File: config.mk
export PLATFORM = sky130hd
export DESIGN_NAME = strict_local_maximum_counter_core
export DESIGN_NICKNAME = d
export VERILOG_FILES = /design/src/hdl/slmc_pkg.sv /design/src/hdl/slmc_row_ram.sv /design/src/hdl/slmc_nbr_scan.sv /design/src/hdl/strict_local_maximum_counter_core.sv
export SDC_FILE = /design/constraint.sdc
export NUM_CORES = 2
export LEC_CHECK = 0
export ABC_AREA = 1
export BUFFER_PORTS_ARGS = -buffer_cell sky130_fd_sc_hd__buf_4
export CAP_MARGIN = 20
export CORE_MARGIN = 10
export CORE_UTILIZATION = 30
export DETAILED_ROUTE_END_ITERATION = 12
export HOLD_SLACK_MARGIN = 0.1
export PLACE_DENSITY_LB_ADDON = 0.05
export SETUP_SLACK_MARGIN = 0.5
export SLEW_MARGIN = 40
export SYNTH_ARGS = -nofsm -noshare
export SYNTH_HDL_FRONTEND = slang
export SYNTH_SLANG_ARGS = --single-unit
File: constraint.sdc
create_clock -name i_clk -period 4.5 [get_ports i_clk]
set_input_delay 0.9 -clock i_clk [delete_from_list [all_inputs] [get_ports i_clk]]
set_output_delay 0.9 -clock i_clk [all_outputs]
set_load 0.05 [all_outputs]
File: src/hdl/slmc_pkg.sv
package slmc_pkg;

    localparam int MAX_SIDE   = 32;
    localparam int POS_W      = $clog2(MAX_SIDE);
    localparam int SIZE_W     = 6;
    localparam int SIZE_RESET = 8;
    localparam int DATA_W     = 16;
    localparam int CNT_W      = 11;
    localparam int DEPTH      = 3 * MAX_SIDE;
    localparam int ADDR_W     = $clog2(DEPTH);

    typedef logic [1:0] t_slot;

    localparam t_slot SLOT_0 = 2'd0;
    localparam t_slot SLOT_1 = 2'd1;
    localparam t_slot SLOT_2 = 2'd2;

    // one decision handed to the neighborhood scanner
    typedef struct packed {
        logic [POS_W-1:0] row;
        t_slot            slot;
        logic [POS_W-1:0] col;
        logic [POS_W-1:0] n_m1;
        logic             last;
    } t_scan_req;

    // finished decision waiting to be taken
    typedef struct packed {
        logic              valid;
        logic [POS_W-1:0]  row;
        logic [POS_W-1:0]  col;
        logic [DATA_W-1:0] value;
        logic              flag;
        logic              last;
    } t_scan_res;

    function automatic t_slot slot_next(t_slot s);
        t_slot r;
        case (s)
            SLOT_0:  r = SLOT_1;
            SLOT_1:  r = SLOT_2;
            default: r = SLOT_0;
        endcase
        return r;
    endfunction

    function automatic t_slot slot_prev(t_slot s);
        t_slot r;
        case (s)
            SLOT_1:  r = SLOT_0;
            SLOT_2:  r = SLOT_1;
            default: r = SLOT_2;
        endcase
        return r;
    endfunction

    function automatic logic [ADDR_W-1:0] mem_addr(t_slot s, logic [POS_W-1:0] c);
        logic [ADDR_W-1:0] a;
        a = ADDR_W'(ADDR_W'(s) * ADDR_W'(MAX_SIDE)) + ADDR_W'(c);
        return a;
    endfunction

endpackage

File: src/hdl/slmc_row_ram.sv
module slmc_row_ram (
    input  logic                        i_clk,
    input  logic                        i_wr_en,
    input  logic [slmc_pkg::ADDR_W-1:0] i_wr_addr,
    input  logic [slmc_pkg::DATA_W-1:0] i_wr_data,
    input  logic                        i_rd_en,
    input  logic [slmc_pkg::ADDR_W-1:0] i_rd_addr,
    output logic [slmc_pkg::DATA_W-1:0] o_rd_data
);

    logic [slmc_pkg::DATA_W-1:0] r_mem [slmc_pkg::DEPTH];
    logic [slmc_pkg::DATA_W-1:0] r_rd_data;

    always_ff @(posedge i_clk) begin
        if (i_wr_en) begin
            r_mem[i_wr_addr] <= i_wr_data;
        end
    end

    always_ff @(posedge i_clk) begin
        if (i_rd_en) begin
            r_rd_data <= r_mem[i_rd_addr];
        end
    end

    assign o_rd_data = r_rd_data;

endmodule

File: src/hdl/slmc_nbr_scan.sv
module slmc_nbr_scan (
    input  logic                        i_clk,
    input  logic                        i_rst_n,
    input  logic                        i_req_valid,
    input  slmc_pkg::t_scan_req         i_req,
    output logic                        o_req_ready,
    output logic                        o_rd_en,
    output logic [slmc_pkg::ADDR_W-1:0] o_rd_addr,
    input  logic [slmc_pkg::DATA_W-1:0] i_rd_data,
    output slmc_pkg::t_scan_res         o_res,
    input  logic                        i_res_ack
);

    typedef enum logic [3:0] {
        S_IDLE = 4'b0001,
        S_SCAN = 4'b0010,
        S_TAIL = 4'b0100,
        S_DONE = 4'b1000
    } t_state;

    localparam logic [3:0] K_LAST = 4'd8;

    t_state                      r_state;
    logic [3:0]                  r_k;
    slmc_pkg::t_scan_req         r_req;
    logic                        r_tag_v;
    logic                        r_tag_ctr;
    logic [slmc_pkg::DATA_W-1:0] r_me;
    logic                        r_flag;

    logic                        dr_m, dr_p, dc_m, dc_p;
    logic                        in_range;
    slmc_pkg::t_slot             rd_slot;
    logic [slmc_pkg::POS_W-1:0]  rd_col;

    // offset order: center first, then the eight neighbors
    always_comb begin
        dr_m = 1'b0;
        dr_p = 1'b0;
        dc_m = 1'b0;
        dc_p = 1'b0;
        unique case (r_k)
            4'd1: begin dr_m = 1'b1; dc_m = 1'b1; end
            4'd2: begin dr_m = 1'b1; end
            4'd3: begin dr_m = 1'b1; dc_p = 1'b1; end
            4'd4: begin dc_m = 1'b1; end
            4'd5: begin dc_p = 1'b1; end
            4'd6: begin dr_p = 1'b1; dc_m = 1'b1; end
            4'd7: begin dr_p = 1'b1; end
            4'd8: begin dr_p = 1'b1; dc_p = 1'b1; end
            default: begin end
        endcase
    end

    always_comb begin
        rd_slot = dr_m ? slmc_pkg::slot_prev(r_req.slot) :
                  dr_p ? slmc_pkg::slot_next(r_req.slot) : r_req.slot;
        rd_col  = dc_m ? r_req.col - slmc_pkg::POS_W'(1) :
                  dc_p ? r_req.col + slmc_pkg::POS_W'(1) : r_req.col;
        in_range = !(dr_m && r_req.row == '0) && !(dr_p && r_req.row == r_req.n_m1)
                && !(dc_m && r_req.col == '0) && !(dc_p && r_req.col == r_req.n_m1);
    end

    assign o_rd_en     = (r_state == S_SCAN) && in_range;
    assign o_rd_addr   = slmc_pkg::mem_addr(rd_slot, rd_col);
    assign o_req_ready = (r_state == S_IDLE);

    always_ff @(posedge i_clk) begin
        if (!i_rst_n) begin
            r_state <= S_IDLE;
            r_k     <= '0;
            r_tag_v <= 1'b0;
        end else begin
            unique case (r_state)
                S_IDLE: begin
                    r_tag_v <= 1'b0;
                    if (i_req_valid) begin
                        r_k     <= '0;
                        r_state <= S_SCAN;
                    end
                end
                S_SCAN: begin
                    r_tag_v <= in_range;
                    r_k     <= r_k + 4'd1;
                    if (r_k == K_LAST) begin
                        r_state <= S_TAIL;
                    end
                end
                S_TAIL: begin
                    r_tag_v <= 1'b0;
                    r_state <= S_DONE;
                end
                S_DONE: begin
                    r_tag_v <= 1'b0;
                    if (i_res_ack) begin
                        r_state <= S_IDLE;
                    end
                end
                default: begin
                    r_state <= S_IDLE;
                    r_tag_v <= 1'b0;
                end
            endcase
        end
    end

    // payload side: request copy and compare against returning read data
    always_ff @(posedge i_clk) begin
        if (r_state == S_IDLE && i_req_valid) begin
            r_req  <= i_req;
            r_flag <= 1'b1;
        end else if (r_tag_v) begin
            if (r_tag_ctr) begin
                r_me <= i_rd_data;
            end else if (!($signed(r_me) > $signed(i_rd_data))) begin
                r_flag <= 1'b0;
            end
        end
        if (r_state == S_SCAN) begin
            r_tag_ctr <= (r_k == 4'd0);
        end
    end

    always_comb begin
        o_res.valid = (r_state == S_DONE);
        o_res.row   = r_req.row;
        o_res.col   = r_req.col;
        o_res.value = r_me;
        o_res.flag  = r_flag;
        o_res.last  = r_req.last;
    end

endmodule

File: src/hdl/strict_local_maximum_counter_core.sv
// channel  | direction | handshake                   | payload
// ---------+-----------+-----------------------------+------------------------------------
// input    | in        | i_in_valid / o_in_ready     | i_element_value
// result   | out       | o_out_valid / i_out_ready   | o_row_index, o_column_index,
//          |           |                             | o_decided_value, o_is_local_max,
//          |           |                             | o_maxima_so_far, o_frame_done
// config   | in        | i_cfg_valid / o_cfg_ready   | i_matrix_size
//
// an input beat is written to the row memory; a beat that decides nothing
// is done then. each decided element costs up to nine reads of its neighborhood
// through the one read port, then a tail state, a hand-off state and a restart state.
// reset is synchronous, active low; the row memory has no reset and needs no clearing.
// input stalls while decisions of the previous beat are pending; the result register
// lets the last decision wait for the sink while the next input beat is taken.
module strict_local_maximum_counter_core (
    input  logic                         i_clk,
    input  logic                         i_rst_n,
    input  logic                         i_in_valid,
    output logic                         o_in_ready,
    input  logic signed [15:0]           i_element_value,
    output logic                         o_out_valid,
    input  logic                         i_out_ready,
    output logic [4:0]                   o_row_index,
    output logic [4:0]                   o_column_index,
    output logic signed [15:0]           o_decided_value,
    output logic                         o_is_local_max,
    output logic [10:0]                  o_maxima_so_far,
    output logic                         o_frame_done,
    input  logic                         i_cfg_valid,
    output logic                         o_cfg_ready,
    input  logic [5:0]                   i_matrix_size
);

    localparam int POS_W = slmc_pkg::POS_W;

    // frame position and size
    logic [POS_W-1:0]           r_n_m1;
    logic [POS_W-1:0]           r_row;
    logic [POS_W-1:0]           r_col;
    slmc_pkg::t_slot            r_slot;
    logic [slmc_pkg::CNT_W-1:0] r_count;
    logic [slmc_pkg::CNT_W-1:0] n_count;

    // position of the beat whose decisions are pending
    logic [POS_W-1:0]           r_it_row;
    logic [POS_W-1:0]           r_it_col;
    slmc_pkg::t_slot            r_it_slot;

    // pending decisions: diagonal-behind, row end, frame flush
    logic                       r_job_a;
    logic                       r_job_b;
    logic                       r_job_f;
    logic [POS_W-1:0]           r_fcol;

    logic                       in_beat;
    logic                       last_pos;
    logic [POS_W-1:0]           cfg_n_m1;

    slmc_pkg::t_scan_req        scan_req;
    logic                       scan_req_valid;
    logic                       scan_ready;
    slmc_pkg::t_scan_res        scan_res;
    logic                       res_ack;

    logic                       rd_en;
    logic [slmc_pkg::ADDR_W-1:0] rd_addr;
    logic [slmc_pkg::DATA_W-1:0] rd_data;

    // result register
    logic                       r_out_valid;
    logic [POS_W-1:0]           r_o_row;
    logic [POS_W-1:0]           r_o_col;
    logic [slmc_pkg::DATA_W-1:0] r_o_value;
    logic                       r_o_flag;
    logic [slmc_pkg::CNT_W-1:0] r_o_count;
    logic                       r_o_last;

    assign o_cfg_ready = 1'b1;
    assign o_in_ready  = !(r_job_a || r_job_b || r_job_f) && scan_ready;
    assign in_beat     = i_in_valid && o_in_ready;
    assign last_pos    = (r_row == r_n_m1) && (r_col == r_n_m1);

    // size 0 acts as 1, anything above the row capacity as the capacity
    always_comb begin
        if (i_matrix_size == '0) begin
            cfg_n_m1 = '0;
        end else if (i_matrix_size > slmc_pkg::SIZE_W'(slmc_pkg::MAX_SIDE)) begin
            cfg_n_m1 = POS_W'(slmc_pkg::MAX_SIDE - 1);
        end else begin
            cfg_n_m1 = POS_W'(i_matrix_size - slmc_pkg::SIZE_W'(1));
        end
    end

    slmc_row_ram u_ram (
        .i_clk     (i_clk),
        .i_wr_en   (in_beat),
        .i_wr_addr (slmc_pkg::mem_addr(r_slot, r_col)),
        .i_wr_data (i_element_value),
        .i_rd_en   (rd_en),
        .i_rd_addr (rd_addr),
        .o_rd_data (rd_data)
    );

    // pick the next pending decision, in raster order
    always_comb begin
        scan_req      = '0;
        scan_req.n_m1 = r_n_m1;
        if (r_job_a) begin
            scan_req.row  = r_it_row - POS_W'(1);
            scan_req.slot = slmc_pkg::slot_prev(r_it_slot);
            scan_req.col  = r_it_col - POS_W'(1);
        end else if (r_job_b) begin
            scan_req.row  = r_it_row - POS_W'(1);
            scan_req.slot = slmc_pkg::slot_prev(r_it_slot);
            scan_req.col  = r_n_m1;
        end else begin
            scan_req.row  = r_it_row;
            scan_req.slot = r_it_slot;
            scan_req.col  = r_fcol;
            scan_req.last = (r_fcol == r_n_m1);
        end
    end

    assign scan_req_valid = r_job_a || r_job_b || r_job_f;

    slmc_nbr_scan u_scan (
        .i_clk       (i_clk),
        .i_rst_n     (i_rst_n),
        .i_req_valid (scan_req_valid),
        .i_req       (scan_req),
        .o_req_ready (scan_ready),
        .o_rd_en     (rd_en),
        .o_rd_addr   (rd_addr),
        .i_rd_data   (rd_data),
        .o_res       (scan_res),
        .i_res_ack   (res_ack)
    );

    // a decision moves into the result register once that register is free
    assign res_ack = scan_res.valid && (!r_out_valid || i_out_ready);

    // running count saturates at its maximum
    always_comb begin
        n_count = r_count;
        if (scan_res.flag && r_count != '1) begin
            n_count = r_count + slmc_pkg::CNT_W'(1);
        end
    end

    always_ff @(posedge i_clk) begin
        if (!i_rst_n) begin
            r_n_m1  <= POS_W'(slmc_pkg::SIZE_RESET - 1);
            r_row   <= '0;
            r_col   <= '0;
            r_slot  <= slmc_pkg::SLOT_0;
            r_count <= '0;
            r_job_a <= 1'b0;
            r_job_b <= 1'b0;
            r_job_f <= 1'b0;
            r_fcol  <= '0;
        end else begin
            if (i_cfg_valid) begin
                // a size write restarts the frame
                r_n_m1  <= cfg_n_m1;
                r_row   <= '0;
                r_col   <= '0;
                r_slot  <= slmc_pkg::SLOT_0;
                r_count <= '0;
            end else begin
                if (in_beat) begin
                    r_job_a <= (r_row != '0) && (r_col != '0);
                    r_job_b <= (r_row != '0) && (r_col == r_n_m1);
                    r_job_f <= last_pos;
                    r_fcol  <= '0;
                    if (last_pos) begin
                        r_row  <= '0;
                        r_col  <= '0;
                        r_slot <= slmc_pkg::SLOT_0;
                    end else if (r_col == r_n_m1) begin
                        r_col  <= '0;
                        r_row  <= r_row + POS_W'(1);
                        r_slot <= slmc_pkg::slot_next(r_slot);
                    end else begin
                        r_col <= r_col + POS_W'(1);
                    end
                end else if (scan_req_valid && scan_ready) begin
                    if (r_job_a) begin
                        r_job_a <= 1'b0;
                    end else if (r_job_b) begin
                        r_job_b <= 1'b0;
                    end else begin
                        r_fcol <= r_fcol + POS_W'(1);
                        if (r_fcol == r_n_m1) begin
                            r_job_f <= 1'b0;
                        end
                    end
                end
                if (res_ack) begin
                    r_count <= scan_res.last ? '0 : n_count;
                end
            end
        end
    end

    always_ff @(posedge i_clk) begin
        if (in_beat) begin
            r_it_row  <= r_row;
            r_it_col  <= r_col;
            r_it_slot <= r_slot;
        end
    end

    // output register: valid is control, payload loads on hand-off
    always_ff @(posedge i_clk) begin
        if (!i_rst_n) begin
            r_out_valid <= 1'b0;
        end else if (res_ack) begin
            r_out_valid <= 1'b1;
        end else if (i_out_ready) begin
            r_out_valid <= 1'b0;
        end
    end

    always_ff @(posedge i_clk) begin
        if (res_ack) begin
            r_o_row   <= scan_res.row;
            r_o_col   <= scan_res.col;
            r_o_value <= scan_res.value;
            r_o_flag  <= scan_res.flag;
            r_o_count <= n_count;
            r_o_last  <= scan_res.last;
        end
    end

    assign o_out_valid     = r_out_valid;
    assign o_row_index     = r_o_row;
    assign o_column_index  = r_o_col;
    assign o_decided_value = $signed(r_o_value);
    assign o_is_local_max  = r_o_flag;
    assign o_maxima_so_far = r_o_count;
    assign o_frame_done    = r_o_last;

`ifndef SYNTHESIS
    // the frame-end result always sits on the diagonal corner
    a_done_corner: assert property (@(posedge i_clk) disable iff (!i_rst_n)
        (o_out_valid && o_frame_done) |-> (o_row_index == o_column_index))
        else $error("frame end result not at the last position");

    // a maximum is always counted
    a_max_counted: assert property (@(posedge i_clk) disable iff (!i_rst_n)
        (o_out_valid && o_is_local_max) |-> (o_maxima_so_far != '0))
        else $error("local maximum with zero count");

    // the count restarts after the frame-end hand-off
    a_count_clear: assert property (@(posedge i_clk) disable iff (!i_rst_n)
        (res_ack && scan_res.last) |=> (r_count == '0))
        else $error("count not cleared at frame end");

    // no new input beat while a decision is still being worked on
    a_in_interlock: assert property (@(posedge i_clk) disable iff (!i_rst_n)
        (scan_res.valid || rd_en) |-> !in_beat)
        else $error("input accepted during a neighborhood scan");
`endif

endmodule

==> run summary <==
Sequential share of power: 34.0%
CP startpoint kind: flip-flop
Pwr per Cell Area: 614 mW/mm^2
Share of layout cells above drive strength 1: 11.2%
Vias in the first global route: 46100
Port Buffers: 67
DR iter-0 viols: 4365
RSZ-0062 raised after global routing: yes
Initial Utilization: 30.1%
Fillers: 23800
Final setup viols: 0
CTS tree: done
Sw frac: 39.3%
Clk pwr share: 28.6%
Die Span X: 512 um
Final min period: 3.90 ns
Final WL: 253 mm
Max-Cap Viols: 0
Setup tns final: 0 ns
Clock Sinks: 1685
Detailed Place HPWL: 146 mm
Post-Synthesis Cells: 6216
Hold Path Class: in -> reg
LEAKAGE: 30.6 nW
Worst-Margin Slew: 0.822 ns
Antenna violations before repair: 13
CP max FO: 30
Max incr delay on CP: 0.47 ns
Number of buffers and inverters on the critical path: 5
Worst EP required: 5.22 ns
Post-synth cell types: 44
Int Pwr: 31.7 mW
#FFs+latches synth: 1685
CTS clk-pin slew, worst paths: 0.06 ns
P_sw: 20.5 mW
Commonest non-fill, non-tap cells in the layout: edfxtp_1 (1638), nand3_1 (1222), nand2_1 (782), inv_1 (629), nand3b_1 (448)
H-tree Lvls: 4
VDD IR-drop max: 0.000506 V
Yosys Warn Count: 0
Critical path, cell by cell: inv_1 > ha_1 > inv_1 > nand2_1 > nand2_1 > nand2_2 > nand2_8 > buf_4 > buf_12 > buf_12 > nand3_1 > nand3_1 > nand3_1 > nand3_1 > nand3_2 > nand2_1 > nand2_1 > nand2_1
Hold Slack: 0.292 ns
Area grow syn2layout: 17.1%
Total clock buffers created by CTS: 195
Non-filler cells, final: 9719
# IOs: 69
WL met1: 122 mm
Setup crit end kind: flip-flop
Outcome: complete, no violations
CP arrival: 4.61 ns
Final instance area: 0.0849 mm^2
Clk buf depth: 3
Post-synth EDFFs: 1638
Register area share after synthesis: 69.1%
Final hold violations: 0
Worst slew margin: 45.0%
Ys flop type: edfxtp_1
Syn_nets: 6280
Post-DRT Antenna Nets: 0
Placed Area: 0.0784 mm^2
# DRC: 0
Ys async rst share: 0%
Nets: 6443
Max Clock Skew: 0.0398 ns
WS Path Type: reg -> reg
Vias: 47600
Die Y-Extent: 512 um
Gr usage total: 18.6%
Top delay family on crit path: simple AND/OR/NAND/NOR gates
Via-to-Cell Ratio: 4.90
Most common cell after layout, fill and taps aside: edfxtp_1
Critical Path Most Common Cell: nand2_1
Cell area after synthesis: 0.0725 mm^2
Final GP Congestion: 0.777
Rows: 180
Final period utilization: 86.6%
Length of routed met3 wiring: 11.3 mm
Total core area: 0.241 mm^2
Placed cell count: 9344
Die ar.: 0.262 mm^2
Top Layer Used: met4
GRT Residual Overflow: 0
CP max stage cell: edfxtp_1
Comb power frac: 37.4%
Avg Cell Area, Syn: 11.7 um^2
Fmax: 0.256 GHz
First-pass GRT wire length: 359 mm
WL met2: 115 mm
Final Slew Violations: 0
Latest clock arrival within the worst-skew pair: 0.85 ns
First-pass DRT Iterations: 5
Root buf cell: clkbuf_16
Drt wl/cell: 26.1 um
Largest net degree at the start of global routing: 100
## timing repair
| action | CTS | global route |
|---|---|---|
| hold buffers | 0 | 0 |
| gates resized for setup | 18 | 35 |
| endpoints found under the hold margin | 0 | 0 |
| setup buffers | 14 | 0 |
| endpoints found under the setup margin | 15 | 16 |
| gates cloned | 6 | 3 |
| pin swaps | 4 | 0 |
## flip-flops by register name, indices dropped and copies added, names as in the netlist, 7 cells and up
name             count
o_maxima_so_far     11
u_scan.r_me         16
u_ram.o_rd_data     16
u_scan.o_res        11
r_count             11
o_decided_value     16
u_ram.r_mem       1536
u_scan.r_req         7
## cell families after synthesis
logic type	synth area share [%]
and+or+nand+nor	20.8
DFF	69.1
buffers and inverters	5.75
AOI/OAI and AO/OA	3.13
xor gates and xnor gates	0.520
adders and majority gates	0.639
other	0.00517
## layer usage
metal | up-vias | global-route usage (%)
li1 | 22200 | -
met1 | 24100 | 27.2
met2 | 1103 | 29.2
met3 | 276 | 2.49
met4 | 0 | 4.47
met5 | - | 0
## through the flow
| step | util, % | total power, mW | setup WS (ns) |
|---|---|---|---|
| 6_report | 35.3 | 52.1 | 0.601 |
| 5_1_grt | 35.3 | 54.8 | 0.440 |
| 4_1_cts | 35.2 | 52.7 | 0.430 |
| 3_5_place_dp | 32.6 | 37.2 | 0.0952 |
| 3_3_place_gp | 32.6 | 37.3 | 0.0590 |
| 2_1_floorplan | - | 28.5 | 0.886 |
## worst paths after layout
check	start	end	slack, ns	cells after the start
worst max register to register	u_scan.o_res[18]$_DFFE_PP_	u_ram.o_rd_data[15]$_DFFE_PP_	0.60	18
worst max-delay path	u_scan.o_res[18]$_DFFE_PP_	u_ram.o_rd_data[15]$_DFFE_PP_	0.60	18
worst min register to register	u_ram.o_rd_data[11]$_DFFE_PP_	u_scan.r_me[11]$_DFFE_PP_	0.46	0
worst min-delay path	i_element_value[5]	u_ram.r_mem[83][5]$_DFFE_PP_	0.29	1
## cells in the mapped netlist, types with 3 or more instances
library cell,count,share of area (%)
nor2_1,393,2.0
a211oi_1,6,0.062
nand3b_1,448,4.6
xor2_1,28,0.34
ha_1,37,0.64
xnor2_1,15,0.18
dfxtp_1,47,1.3
nand2_1,786,4.1
nor2_2,3,0.026
o21ai_0,101,0.70
a21oi_1,41,0.28
nand2_2,3,0.026
o21ai_1,53,0.37
buf_4,10,0.10
nand3_1,1247,8.6
o211ai_1,148,1.5
nand4_1,18,0.16
buf_1,47,0.24
edfxtp_1,1638,68
or2_0,55,0.47
nor3_1,22,0.15
nor3b_1,5,0.052
inv_1,632,3.3
or2_2,24,0.21
inv_2,7,0.036
clkbuf_1,166,0.86
buf_2,179,1.2
or2_1,37,0.32
## final cells by class
class                   instances  area (um^2)  share of cell area (%)
diodes                          8         20.0                  0.0236
clock buffers                 263         5200                    6.12
clock inverters                81          623                   0.734
inverters                     639         2420                    2.85
multi-input cells            3492        18600                    21.9
flip-flops and latches       1685        50100                    59.0
well taps                    3185         3990                    4.69
repair buffers                366         3900                    4.59
## power groups by stage
stage | registers, mW | logic (mW) | clock network, mW
after detailed placement | 18.1 | 19.2 | 0
after global routing | 17.8 | 21.1 | 15.9
after global placement | 18.1 | 19.2 | 0
after CTS | 17.7 | 19.6 | 15.3
after floorplan | 18.0 | 10.5 | 0
final | 17.7 | 19.5 | 14.9
(Power assumes the default switching activity.)
